### src/hw/rtl/ehwc_pkg.sv
// ----------------------------------------------------------------------------
// ehwc_pkg
// Shared types, constants and codes of the ELF hash word counter.
// ----------------------------------------------------------------------------
package ehwc_pkg;

    localparam int CH_W        = 8;
    localparam int HASH_W      = 28;
    localparam int CFG_W       = 11;
    localparam int STATUS_W    = 3;
    localparam int SLOT_W      = 10;
    localparam int COUNT_W     = 16;
    localparam int DIV_STEPS   = HASH_W;
    localparam int DIV_CNT_W   = $clog2(DIV_STEPS + 1);

    localparam int TABLE_DEPTH_DEF = 1024;
    localparam int MAX_LEN_DEF     = 16;

    localparam logic [CFG_W-1:0]   TABLE_SIZE_RST = CFG_W'(1021);
    localparam logic [COUNT_W-1:0] COUNT_MAX      = '1;

    localparam int PADDR_W = 3;
    localparam int PDATA_W = 32;
    localparam logic [PADDR_W-3:0] REG_TABLE_SIZE = '0;

    typedef enum logic [STATUS_W-1:0] {
        STAT_COUNTED  = 3'd0,
        STAT_INSERTED = 3'd1,
        STAT_FULL     = 3'd2,
        STAT_TOO_LONG = 3'd3,
        STAT_EMPTY    = 3'd4
    } status_t;

    typedef enum logic [2:0] {
        S_CLEAR,
        S_IDLE,
        S_DIV_LOAD,
        S_DIV,
        S_CHECK,
        S_PROBE_RD,
        S_PROBE_CMP,
        S_DONE
    } state_t;

    typedef struct packed {
        logic clear_step;
        logic byte_take;
        logic div_load;
        logic div_step;
        logic probe_load;
        logic probe_read;
        logic probe_eval;
        logic pend_special;
        logic res_load;
        logic word_clear;
    } cmd_t;

    typedef struct packed {
        logic clear_done;
        logic div_done;
        logic word_empty;
        logic word_long;
        logic slot_free;
        logic slot_hit;
        logic probe_last;
        logic out_busy;
    } sts_t;

endpackage

### src/hw/rtl/ehwc_ctrl.sv
// ----------------------------------------------------------------------------
// ehwc_ctrl
// Sequencer: table clear, byte intake, divide, probe walk and result hand-off.
// ----------------------------------------------------------------------------
module ehwc_ctrl (
    input  logic            clk,
    input  logic            rst_n,
    input  logic            in_valid,
    input  logic            in_last,
    output logic            in_ready,
    input  ehwc_pkg::sts_t  sts,
    output ehwc_pkg::cmd_t  cmd
);

    ehwc_pkg::state_t state_reg;
    ehwc_pkg::state_t state_next;

    always_ff @(posedge clk or negedge rst_n)
    begin
        if (!rst_n)
        begin
            state_reg <= ehwc_pkg::S_CLEAR;
        end
        else
        begin
            state_reg <= state_next;
        end
    end

    always_comb
    begin
        state_next = state_reg;
        cmd        = '0;
        in_ready   = 1'b0;
        case (state_reg)
            ehwc_pkg::S_CLEAR:
            begin
                cmd.clear_step = 1'b1;
                if (sts.clear_done)
                begin
                    state_next = ehwc_pkg::S_IDLE;
                end
            end
            ehwc_pkg::S_IDLE:
            begin
                in_ready      = 1'b1;
                cmd.byte_take = in_valid;
                if (in_valid && in_last)
                begin
                    state_next = ehwc_pkg::S_DIV_LOAD;
                end
            end
            ehwc_pkg::S_DIV_LOAD:
            begin
                cmd.div_load = 1'b1;
                state_next   = ehwc_pkg::S_DIV;
            end
            ehwc_pkg::S_DIV:
            begin
                if (sts.div_done)
                begin
                    state_next = ehwc_pkg::S_CHECK;
                end
                else
                begin
                    cmd.div_step = 1'b1;
                end
            end
            ehwc_pkg::S_CHECK:
            begin
                if (sts.word_empty || sts.word_long)
                begin
                    cmd.pend_special = 1'b1;
                    state_next       = ehwc_pkg::S_DONE;
                end
                else
                begin
                    cmd.probe_load = 1'b1;
                    state_next     = ehwc_pkg::S_PROBE_RD;
                end
            end
            ehwc_pkg::S_PROBE_RD:
            begin
                cmd.probe_read = 1'b1;
                state_next     = ehwc_pkg::S_PROBE_CMP;
            end
            ehwc_pkg::S_PROBE_CMP:
            begin
                cmd.probe_eval = 1'b1;
                if (sts.slot_free || sts.slot_hit || sts.probe_last)
                begin
                    state_next = ehwc_pkg::S_DONE;
                end
                else
                begin
                    state_next = ehwc_pkg::S_PROBE_RD;
                end
            end
            ehwc_pkg::S_DONE:
            begin
                if (!sts.out_busy)
                begin
                    cmd.res_load   = 1'b1;
                    cmd.word_clear = 1'b1;
                    state_next     = ehwc_pkg::S_IDLE;
                end
            end
            default:
            begin
                state_next = ehwc_pkg::S_CLEAR;
            end
        endcase
    end

`ifndef NO_ASSERTIONS
    a_close_starts_divide: assert property (@(posedge clk) disable iff (!rst_n)
        (state_reg == ehwc_pkg::S_IDLE && in_valid && in_last)
            |=> (state_reg == ehwc_pkg::S_DIV_LOAD))
        else $error("closing byte did not start the divide");

    a_probe_next: assert property (@(posedge clk) disable iff (!rst_n)
        (state_reg == ehwc_pkg::S_PROBE_CMP)
            |=> (state_reg == ehwc_pkg::S_PROBE_RD || state_reg == ehwc_pkg::S_DONE))
        else $error("bad state after probe compare");

    a_no_intake_while_busy: assert property (@(posedge clk) disable iff (!rst_n)
        (state_reg != ehwc_pkg::S_IDLE) |-> !in_ready)
        else $error("byte taken outside idle");
`endif

endmodule

### config.mk
export PLATFORM = sky130hd
export DESIGN_NAME = ehwc_ctrl
export DESIGN_NICKNAME = d
export VERILOG_FILES = /design/src/hw/rtl/ehwc_pkg.sv /design/src/hw/rtl/ehwc_ctrl.sv
export SDC_FILE = /design/constraint.sdc
export NUM_CORES = 1
export LEC_CHECK = 0
export BUFFER_PORTS_ARGS = -buffer_cell sky130_fd_sc_hd__buf_2
export CORE_AREA = 2 2 39 41
export DETAILED_ROUTE_END_ITERATION = 8
export DIE_AREA = 0 0 41 43
export GPL_TIMING_DRIVEN = 0
export MAX_ROUTING_LAYER = met4
export PLACE_DENSITY = 0.52
export SYNTH_ARGS = -nofsm -noshare
export SYNTH_HDL_FRONTEND = slang
export SYNTH_SLANG_ARGS = --single-unit
### constraint.sdc
create_clock -name clk -period 3.57 [get_ports clk]
set_input_delay 0.8925 -clock clk [delete_from_list [all_inputs] [get_ports clk]]
set_output_delay 0.8925 -clock clk [all_outputs]
set_load 0.02 [all_outputs]
==> results.tsv, run 1 <==
metric	value	unit
post-layout min period	2.479	ns
Synthesized Nets	50	
syn_area_per_cell	7.079	um2
Setup Skew	0.002065	ns
status	finished clean	
top layer reached by signal wires	met3	
post-cts resize count	0	
Area after DPL	399.1	um2
final hold violations	0	
startpoint type of the worst setup path	input port	
DP Worst Slack	1.081	ns
Max Fanout on Critical Path	3	
max-slew violation count	0	
overflow left after global routing	0	
Rel. slew slack	80.30	%
CTS Buf Count	3	
worst flop-to-flop path startpoint	state_reg[0]	
clock root cell	clkbuf_4	
Max-Cap Viols	0	
Worst-Skew Late Latency	0.23	ns
antenna-violating nets left	0	
fin area	425.4	um2
Synth Area in Compound Gates	19.53	%
Placeable Area	0.001384	mm2
Cell Pwr Density	831.1	mW/mm2
drt total wl	799	um
H-tree depth	1	
CTS Hold Bufs	0	
Met2 Wirelength	376	um
DRT iter0 DRCs	3	
CTS Buffer Depth	2	
Synth Register Bits	3	
kind of critical path	input port to primary output	
fin util	30.74	%
RR Endpoint	state_reg[1]	
IO Pins	23	
Ant. Diodes	0	
Die X-Extent	41	um
Lkg Pwr	0.2267	nW
Hold Crit Class	input port to async pin	
Starting Density	19.44	%
Mapped Cells	38	
initial antenna violation count	0	
gpl congestion	0.7614	
Area Growth Syn to Fin	58.14	%
first-pass GRT wire length	1297	um
Synth cell types	19	
CTS sink count	3	
Port Buffer Count	22	
Largest register FFs	3	
row count	14	
Final Setup Violations	0	
Power, Total	353.6	uW
die height	43	um
Slew @ Worst Pin	0.2932	ns
die area	0.001763	mm2
DRT Pass-1 Iters	4	
WL met1	351	um
largest net degree at the start of global routing	11	
Total Routing Usage GR	11.46	%
Post-route DRC	0	
Post CTS Setup Buffer Count	0	
final worst setup slack	1.091	ns
RSZ-0062 raised after global routing	false	
routed vias/inst	4.513	
Synth Area in XOR/XNOR	0	%
routed vias	361	
Post-Synth Simple-Gate Area	40.47	%
R2R setup slack	2.34	ns
largest family of logic cells by synthesized area	simple AND/OR/NAND/NOR gates	
CP Capture Type	primary output	
wire length per cell	9.988	um
clk slew on worst S/H paths	0.04	ns
period utilization	69.44	%
Netlist Area Pre-Place	269.0	um2
Setup TNS Final	0	ns
Syn. warnings	0	
vias in the first global route	333	
mux share of post-synthesis cell area	0	%
worst reg2reg path depth	4	
Fmax	0.4034	GHz
VDD IR max	0.3061	mV
fin nets	77	
post-synthesis sequential area ratio	27.91	%
dpl hpwl	649.8	um
met3 wire len	71	um
worst path arrival time	1.59	ns
Adder-Cell Fraction of Synth Area	0	%
Req. time, crit path	2.68	ns
CTS tree	yes	
layout cell share with drive strength beyond 1	45.31	%
==> routing by layer <==
layer / up-vias / global-route usage [%]
met5: - / -
met4: 0 / 8.000
met3: 0 / 3.141
met2: 16 / 16.88
met1: 157 / 12.66
li1: 188 / -
==> critical path: stages <==
cell	delay, ns
buf_2	0.11
nor3_1	0.27
buf_4	0.16
buf_2	0.15
==> through the flow <==
step                instances  hold WS, ns
detailed placement         76       0.6335
CTS                        80       0.4459
finish                     80       0.4458
global route               80       0.4389
floorplan                  38       0.5440
global placement           76       0.6054
==> synthesized netlist by cell type <==
cell type	number	area, um2
a21oi_1	3	15.01
a31oi_1	1	6.260
and2_1	1	6.260
buf_2	2	10.01
buf_4	1	7.510
buf_6	1	11.26
dfrtp_1	3	75.07
inv_1	1	3.750
nand2_1	3	11.26
nand3_1	2	10.01
nor2_1	6	22.52
nor3_1	5	25.02
nor3b_1	1	7.510
o22a_1	1	8.760
o22ai_1	1	6.260
o2bb2ai_1	1	8.760
o31ai_1	1	7.510
or2b_1	1	7.510
or3_1	3	18.77
==> cells by family (layout without fill, tap and decap cells) <==
family | count (synthesis) | in the layout
DFF | 3 | 3
AOI/OAI and AO/OA | 8 | 8
and+or+nand+nor | 22 | 22
buffers and inverters | 5 | 31
==> where the power goes <==
part	switching, mW	internal, mW
logic	0.144	0.0894
clock network	0.0167	0.0418
registers	0.0105	0.0513
==> worst max path at each step <==
| stage | startpoint | endpoint | slack, ns |
|---|---|---|---|
| 6_report | sts[0] | cmd[1] | 1.09 |
| 2_1_floorplan | sts[0] | cmd[1] | 0.94 |
| 3_3_place_gp | sts[0] | cmd[1] | 1.09 |
| 5_1_grt | sts[0] | cmd[1] | 1.06 |
| 4_1_cts | sts[0] | cmd[1] | 1.07 |
| 3_5_place_dp | sts[0] | cmd[1] | 1.08 |
==> area by class of cell <==
cell class                      instances  area, um2
Timing Repair Buffer                   22      110.1
Multi-Input combinational cell         30      161.4
Buffer                                  4      28.78
Clock buffer                            4      26.28
Fill cell                             163      958.4
Sequential cell                         3      75.07
Tap cell                               16      20.02
Inverter                                1      3.754
==> layout by cell type, fill, tap and decap left out <==
cell,n
clkbuf_1,1
o2bb2ai_1,1
buf_6,1
dfrtp_1,3
nand3_1,2
a31oi_1,1
buf_4,1
inv_1,1
clkbuf_4,3
nor3_1,5
or3_1,3
o22ai_1,1
a21oi_1,3
nor3b_1,1
o31ai_1,1
nor2_1,6
and2_1,1
o22a_1,1
nand2_1,3
or2b_1,1
buf_2,24
No activity file was read; power rests on OpenSTA's default activity.
==> inputs of run 2 (changes only) <==
--- a/config.mk
+++ b/config.mk
@@ -5,13 +5,14 @@
 export SDC_FILE = /design/constraint.sdc
 export NUM_CORES = 1
 export LEC_CHECK = 0
+export ABC_AREA = 1
 export BUFFER_PORTS_ARGS = -buffer_cell sky130_fd_sc_hd__buf_2
 export CORE_AREA = 2 2 39 41
 export DETAILED_ROUTE_END_ITERATION = 8
 export DIE_AREA = 0 0 41 43
 export GPL_TIMING_DRIVEN = 0
 export MAX_ROUTING_LAYER = met4
-export PLACE_DENSITY = 0.52
+export PLACE_DENSITY = 0.59
 export SYNTH_ARGS = -nofsm -noshare
 export SYNTH_HDL_FRONTEND = slang
 export SYNTH_SLANG_ARGS = --single-unit
==> constraint.sdc (replaced) <==
create_clock -name clk -period 2.59 [get_ports clk]
set_input_delay 0.6475 -clock clk [delete_from_list [all_inputs] [get_ports clk]]
set_output_delay 0.6475 -clock clk [all_outputs]
set_load 0.02 [all_outputs]
==> run 2 against run 1 <==
  * Largest power group unchanged
  * First-iteration DRC count unchanged
  * Largest cell class unchanged
  * Worst hold slack got worse by 0.24 ns
  * Synthesized cell count increased by 58%
  * Total power increased by 58%
  * Final area increased by 21%
  * Synthesized area increased by 33%
  * Utilization increased by 6.5 points
  * Die area unchanged
  * Clock skew decreased by 0.0014 ns
  * Worst setup slack got worse by 0.47 ns
==> results.tsv, run 2 <==
metric	value	unit
Buffers & Inverters on Critical Path	2	
crit-path leading delay family	flip-flops	
routed vias	427	
status	finished clean	
RSZ-0062 raised after global routing	false	
dpl hpwl	679.9	um
storage element area	75.07	um2
IO Pins	23	
Total Routing Usage GR	10.11	%
Rel. slew slack	84.88	%
VDD IR max	0.2995	mV
DRT iter0 DRCs	3	
fin util	37.25	%
first-pass GRT wire length	1262	um
post-layout min period	1.966	ns
routed vias/inst	4.186	
vias in the first global route	342	
gpl congestion	0.8096	
number of synthesized flops with an enable pin	0	
layout cell share with drive strength beyond 1	41.86	%
worst path arrival time	1.32	ns
Multi-input gate area	205.2	um2
most instantiated cells after synthesis	nand2_1, inv_1, nor2_1	
worst path cell trace	nand2_1 > nor3_1 > buf_4 > buf_2	
CP peak stage delay	0.42	ns
Starting Density	25.95	%
CTS sink count	3	
Placeable Area	0.001384	mm2
DRT Pass-1 Iters	2	
largest net degree at the start of global routing	11	
placed cells	98	
R2R setup slack	1.50	ns
overflow left after global routing	0	
drt total wl	834	um
Post CTS Setup Buffer Count	0	
Setup Skew	0.0006155	ns
Syn. warnings	0	
Synth top area share	20.91	%
post-cts resize count	0	
asr flop ratio synth	100.0	%
startpoint type of the worst setup path	flop	
Synth cell types	18	
fin nets	99	
die area	0.001763	mm2
clk slew on worst S/H paths	0.04	ns
Max-Cap Viols	0	
commonest non-fill, non-tap cell in the layout	buf_2	
Max Fanout on Critical Path	5	
antenna-violating nets left	0	
wire length per cell	8.176	um
max-slew violation count	0	
H-tree depth	1	
Slew @ Worst Pin	0.2251	ns
Cell Pwr Density	1081	mW/mm2
largest area contributor in the netlist	dfrtp_1	
CP Capture Type	primary output	
Req. time, crit path	1.94	ns
Post-route DRC	0	
Synthesized Nets	72	
kind of critical path	flop to primary output	
Die X-Extent	41	um
row count	14	
clock root cell	clkbuf_4	
Final Setup Violations	0	
Worst-Skew Late Latency	0.23	ns
die height	43	um
Top FF cell, synth	dfrtp_1	
Lkg Pwr	0.3477	nW
Area Growth Syn to Fin	43.55	%
period utilization	75.90	%
CTS tree	yes	
Port Buffer Count	22	
Hold Crit Class	input port to async pin	
initial antenna violation count	0	
# fillers	165	
post-synthesis sequential area ratio	20.91	%
syn_area_per_cell	5.985	um2
commonest non-fill, non-tap cells in the layout	buf_2, nand2_1, inv_1	
CTS Hold Bufs	0	
Fmax	0.5087	GHz
final hold violations	0	
Ant. Diodes	0	
Largest register FFs	3	
Netlist Area Pre-Place	359.1	um2
Mapped Cells	60	
Setup TNS Final	0	ns
CTS Buffer Depth	2	
Layout Cells excl Fill	102	
CTS Buf Count	3	
Synth area leaders	dfrtp_1, nand2_1, inv_1	
Synth Register Bits	3	
most common cell in the netlist	nand2_1	
hold_ws	0.2052	ns
crit path max-delay cell type	dfrtp_1	
==> run 2: path summary, 6_finish.rpt <==
kind	start	to	cells past startpoint
worst min register to register	state_reg[0]	state_reg[0]	3
min in group clk	state_reg[0]	state_reg[0]	3
worst max register to register	state_reg[1]	state_reg[0]	5
max in group asynchronous	rst_n	state_reg[2]	1
worst min-delay path	rst_n	state_reg[1]	1
worst max-delay path	state_reg[2]	cmd[1]	4
==> run 2: area by class of cell <==
type / instances / share of cell area (%)
plain buffers: 3 / 5.825
clock buffers: 4 / 5.097
inverters: 13 / 9.466
multi-input cells: 41 / 39.81
flip-flops and latches: 3 / 14.56
well taps: 16 / 3.883
repair buffers: 22 / 21.36
==> run 2: metrics by stage <==
step,setup slack (ns),total power [mW],instance area [um2]
after floorplan,0.4897,0.3872,359.1
after global placement,0.6865,0.4760,489.2
after detailed placement,0.6682,0.4792,489.2
after CTS,0.6280,0.5634,515.5
after global routing,0.5441,0.6155,515.5
final,0.6242,0.5570,515.5
==> run 2: cells by family (layout without fill, tap and decap cells) <==
logic type | after synthesis | in the layout | share of synthesized area, %
AOI/OAI and AO/OA | 3 | 3 | 4.180
buffers and inverters | 16 | 42 | 21.95
DFF | 3 | 3 | 20.91
and+or+nand+nor | 38 | 38 | 52.96
==> run 2: routing by layer <==
layer	vias to the layer above	routed length, um	part of all wire [%]	global-route usage (%)
met5	-	0	0	-
met2	14	403	48	15.63
li1	233	-	-	-
met3	0	50	6.0	0
met1	180	379	45	13.64
met4	0	0	0	4.000
==> run 2: report_power, final <==
group | internal, mW | switching [mW]
registers | 0.0701 | 0.0176
logic | 0.142 | 0.246
clock network | 0.0578 | 0.0244
total | 0.270 | 0.287
==> inputs of run 3 (changes only) <==
--- a/config.mk
+++ b/config.mk
@@ -12,7 +12,7 @@
 export DIE_AREA = 0 0 41 43
 export GPL_TIMING_DRIVEN = 0
 export MAX_ROUTING_LAYER = met4
-export PLACE_DENSITY = 0.59
+export PLACE_DENSITY = 0.61
 export SYNTH_ARGS = -nofsm -noshare
 export SYNTH_HDL_FRONTEND = slang
 export SYNTH_SLANG_ARGS = --single-unit
==> constraint.sdc (replaced) <==
create_clock -name clk -period 1.65 [get_ports clk]
set_input_delay 0.4125 -clock clk [delete_from_list [all_inputs] [get_ports clk]]
set_output_delay 0.4125 -clock clk [all_outputs]
set_load 0.02 [all_outputs]
==> run 3 against run 2 <==
  * Sequential power rose by 60%
  * Combinational power rose by 100%
  * First-iteration DRC count rose to 3.0 times the previous value
  * Worst hold slack improved by 0.30 ns
  * Worst setup slack got worse by 0.59 ns
  * Total power rose by 87%
  * Final cell count rose by 6.9%
  * Critical path depth did not move
  * Largest power group unchanged
==> results.tsv, run 3 (synthesized netlist as in run 2, its figures left out) <==
metric	value	unit
routed vias	480	
Area Growth Syn to Fin	71.08	%
clk slew on worst S/H paths	0.04	ns
Max-Cap Viols	0	
final worst setup slack	0.03824	ns
Setup Skew	0.005824	ns
CTS sink count	3	
wire length per cell	8.853	um
antenna-violating nets left	0	
worst flop-to-flop path startpoint	state_reg[0]	
clock root cell	clkbuf_4	
Ant. Diodes	0	
# fillers	151	
routed vias/inst	4.404	
crit path max-delay cell type	dfrtp_1	
Final Setup Violations	0	
max-slew violation count	0	
Cell Int Power	521.8	uW
kind of critical path	flop to primary output	
Area after DPL	494.2	um2
Rel. slew slack	88.53	%
Slew @ Worst Pin	0.1718	ns
Hold Crit Class	input port to async pin	
post-layout min period	1.612	ns
DRT Pass-1 Iters	4	
Multi-input gate area	237.7	um2
Post-route DRC	0	
sw power	521.1	uW
gpl congestion	0.8321	
H-tree depth	1	
fin util	44.39	%
Clk network pwr share	12.4	%
CP peak stage delay	0.38	ns
Die X-Extent	41	um
Placeable Area	0.001384	mm2
Fmax	0.6204	GHz
Total Routing Usage GR	11.04	%
Port Buffer Count	22	
Req. time, crit path	1.24	ns
CTS Buf Count	3	
DP Worst Slack	0.2271	ns
die area	0.001763	mm2
vias in the first global route	367	
worst path arrival time	1.20	ns
largest net degree at the start of global routing	11	
dpl hpwl	682.1	um
Worst-Skew Late Latency	0.24	ns
die height	43	um
placed cells	98	
CTS tree	yes	
first-pass GRT wire length	1338	um
RR Endpoint	state_reg[2]	
Max Fanout on Critical Path	7	
Lkg Pwr	0.3883	nW
storage element area	75.07	um2
startpoint type of the worst setup path	flop	
DRT iter0 DRCs	9	
Gate power share	74.2	%
commonest non-fill, non-tap cell in the layout	buf_2	
CP Capture Type	primary output	
Layout Cells excl Fill	109	
CTS Buffer Depth	2	
layout cell share with drive strength beyond 1	52.69	%
row count	14	
Reg power frac	13.4	%
VDD IR max	0.5598	mV
initial antenna violation count	0	
Power, Total	1.043	mW
overflow left after global routing	0	
drt total wl	965	um
worst reg2reg path depth	7	
worst path cell trace	buf_6 > buf_4 > nor2_4 > buf_2	
commonest non-fill, non-tap cells in the layout	buf_2, nand2_1, inv_1	
fin nets	106	
status	finished clean	
fin area	614.3	um2
period utilization	97.68	%
RSZ-0062 raised after global routing	true	
final hold violations	0	
R2R setup slack	0.44	ns
IO Pins	23	
Net Sw Frac	49.96	%
Cell Pwr Density	1698	mW/mm2
Largest register FFs	3	
Starting Density	25.95	%
## run 3: cell types whose count changed in the layout (fill, tap and decap cells not counted), sizes merged
cell	change
buf	+6
dlygate4sd3	+1
## run 3: critical path: cells and delay by family (launching register included)
kind / cells / cell delay, ns
buffers and inverters: 3 / 0.46
DFF: 1 / 0.38
and+or+nand+nor: 1 / 0.12
## run 3: what timing repair did
item / CTS / global route
hold buffers: 1 / 0
gates cloned: 0 / 1
resized for setup: 2 / 11
endpoints found under the setup margin: 2 / 5
endpoints found under the hold margin: 3 / 0
pin swaps: 0 / 3
buffers inserted: 1 / 4
## run 3: worst max path at each step
stage | start | endpoint | slack [ns] | depth (start not counted)
after floorplan | state_reg[2] | cmd[1] | 0.17 | 3
after global placement | state_reg[0] | cmd[2] | 0.24 | 5
after detailed placement | state_reg[0] | cmd[2] | 0.23 | 5
after CTS | state_reg[0] | cmd[2] | 0.01 | 5
after global routing | state_reg[1] | cmd[2] | -0.01 | 5
final | state_reg[0] | cmd[3] | 0.04 | 4
## run 3: area by class of cell
| type | count | area share, % |
|---|---|---|
| tap | 16 | 3.259 |
| inverter | 13 | 7.943 |
| buffer | 3 | 4.888 |
| timing repair buffer | 29 | 28.72 |
| clock buffer | 4 | 4.277 |
| sequential | 3 | 12.22 |
| multi-input combinational | 41 | 38.70 |
## run 3: per-layer routing
metal	vias to the layer above	share of wire, %	global-route usage (%)
met2	17	54	17.50
met4	0	1.8	6.000
li1	249	-	-
met1	212	39	13.64
met3	2	5.6	0
met5	-	0	-
## run 3: per-stage QoR
stage | setup TNS (ns) | hold WS [ns]
5_1_grt | -0.01360 | 0.5175
3_5_place_dp | 0 | 0.2076
6_report | 0 | 0.5086
2_1_floorplan | 0 | 0.1169
4_1_cts | 0 | 0.4986
3_3_place_gp | 0 | 0.2062
## run 3: power by group through the flow
stage / sequential (mW) / clock, mW / combinational, mW
floorplan: 0.134 / 0 / 0.478
finish: 0.140 / 0.129 / 0.774
global placement: 0.140 / 0 / 0.608
global route: 0.142 / 0.135 / 0.854
detailed placement: 0.140 / 0 / 0.614
CTS: 0.135 / 0.132 / 0.650
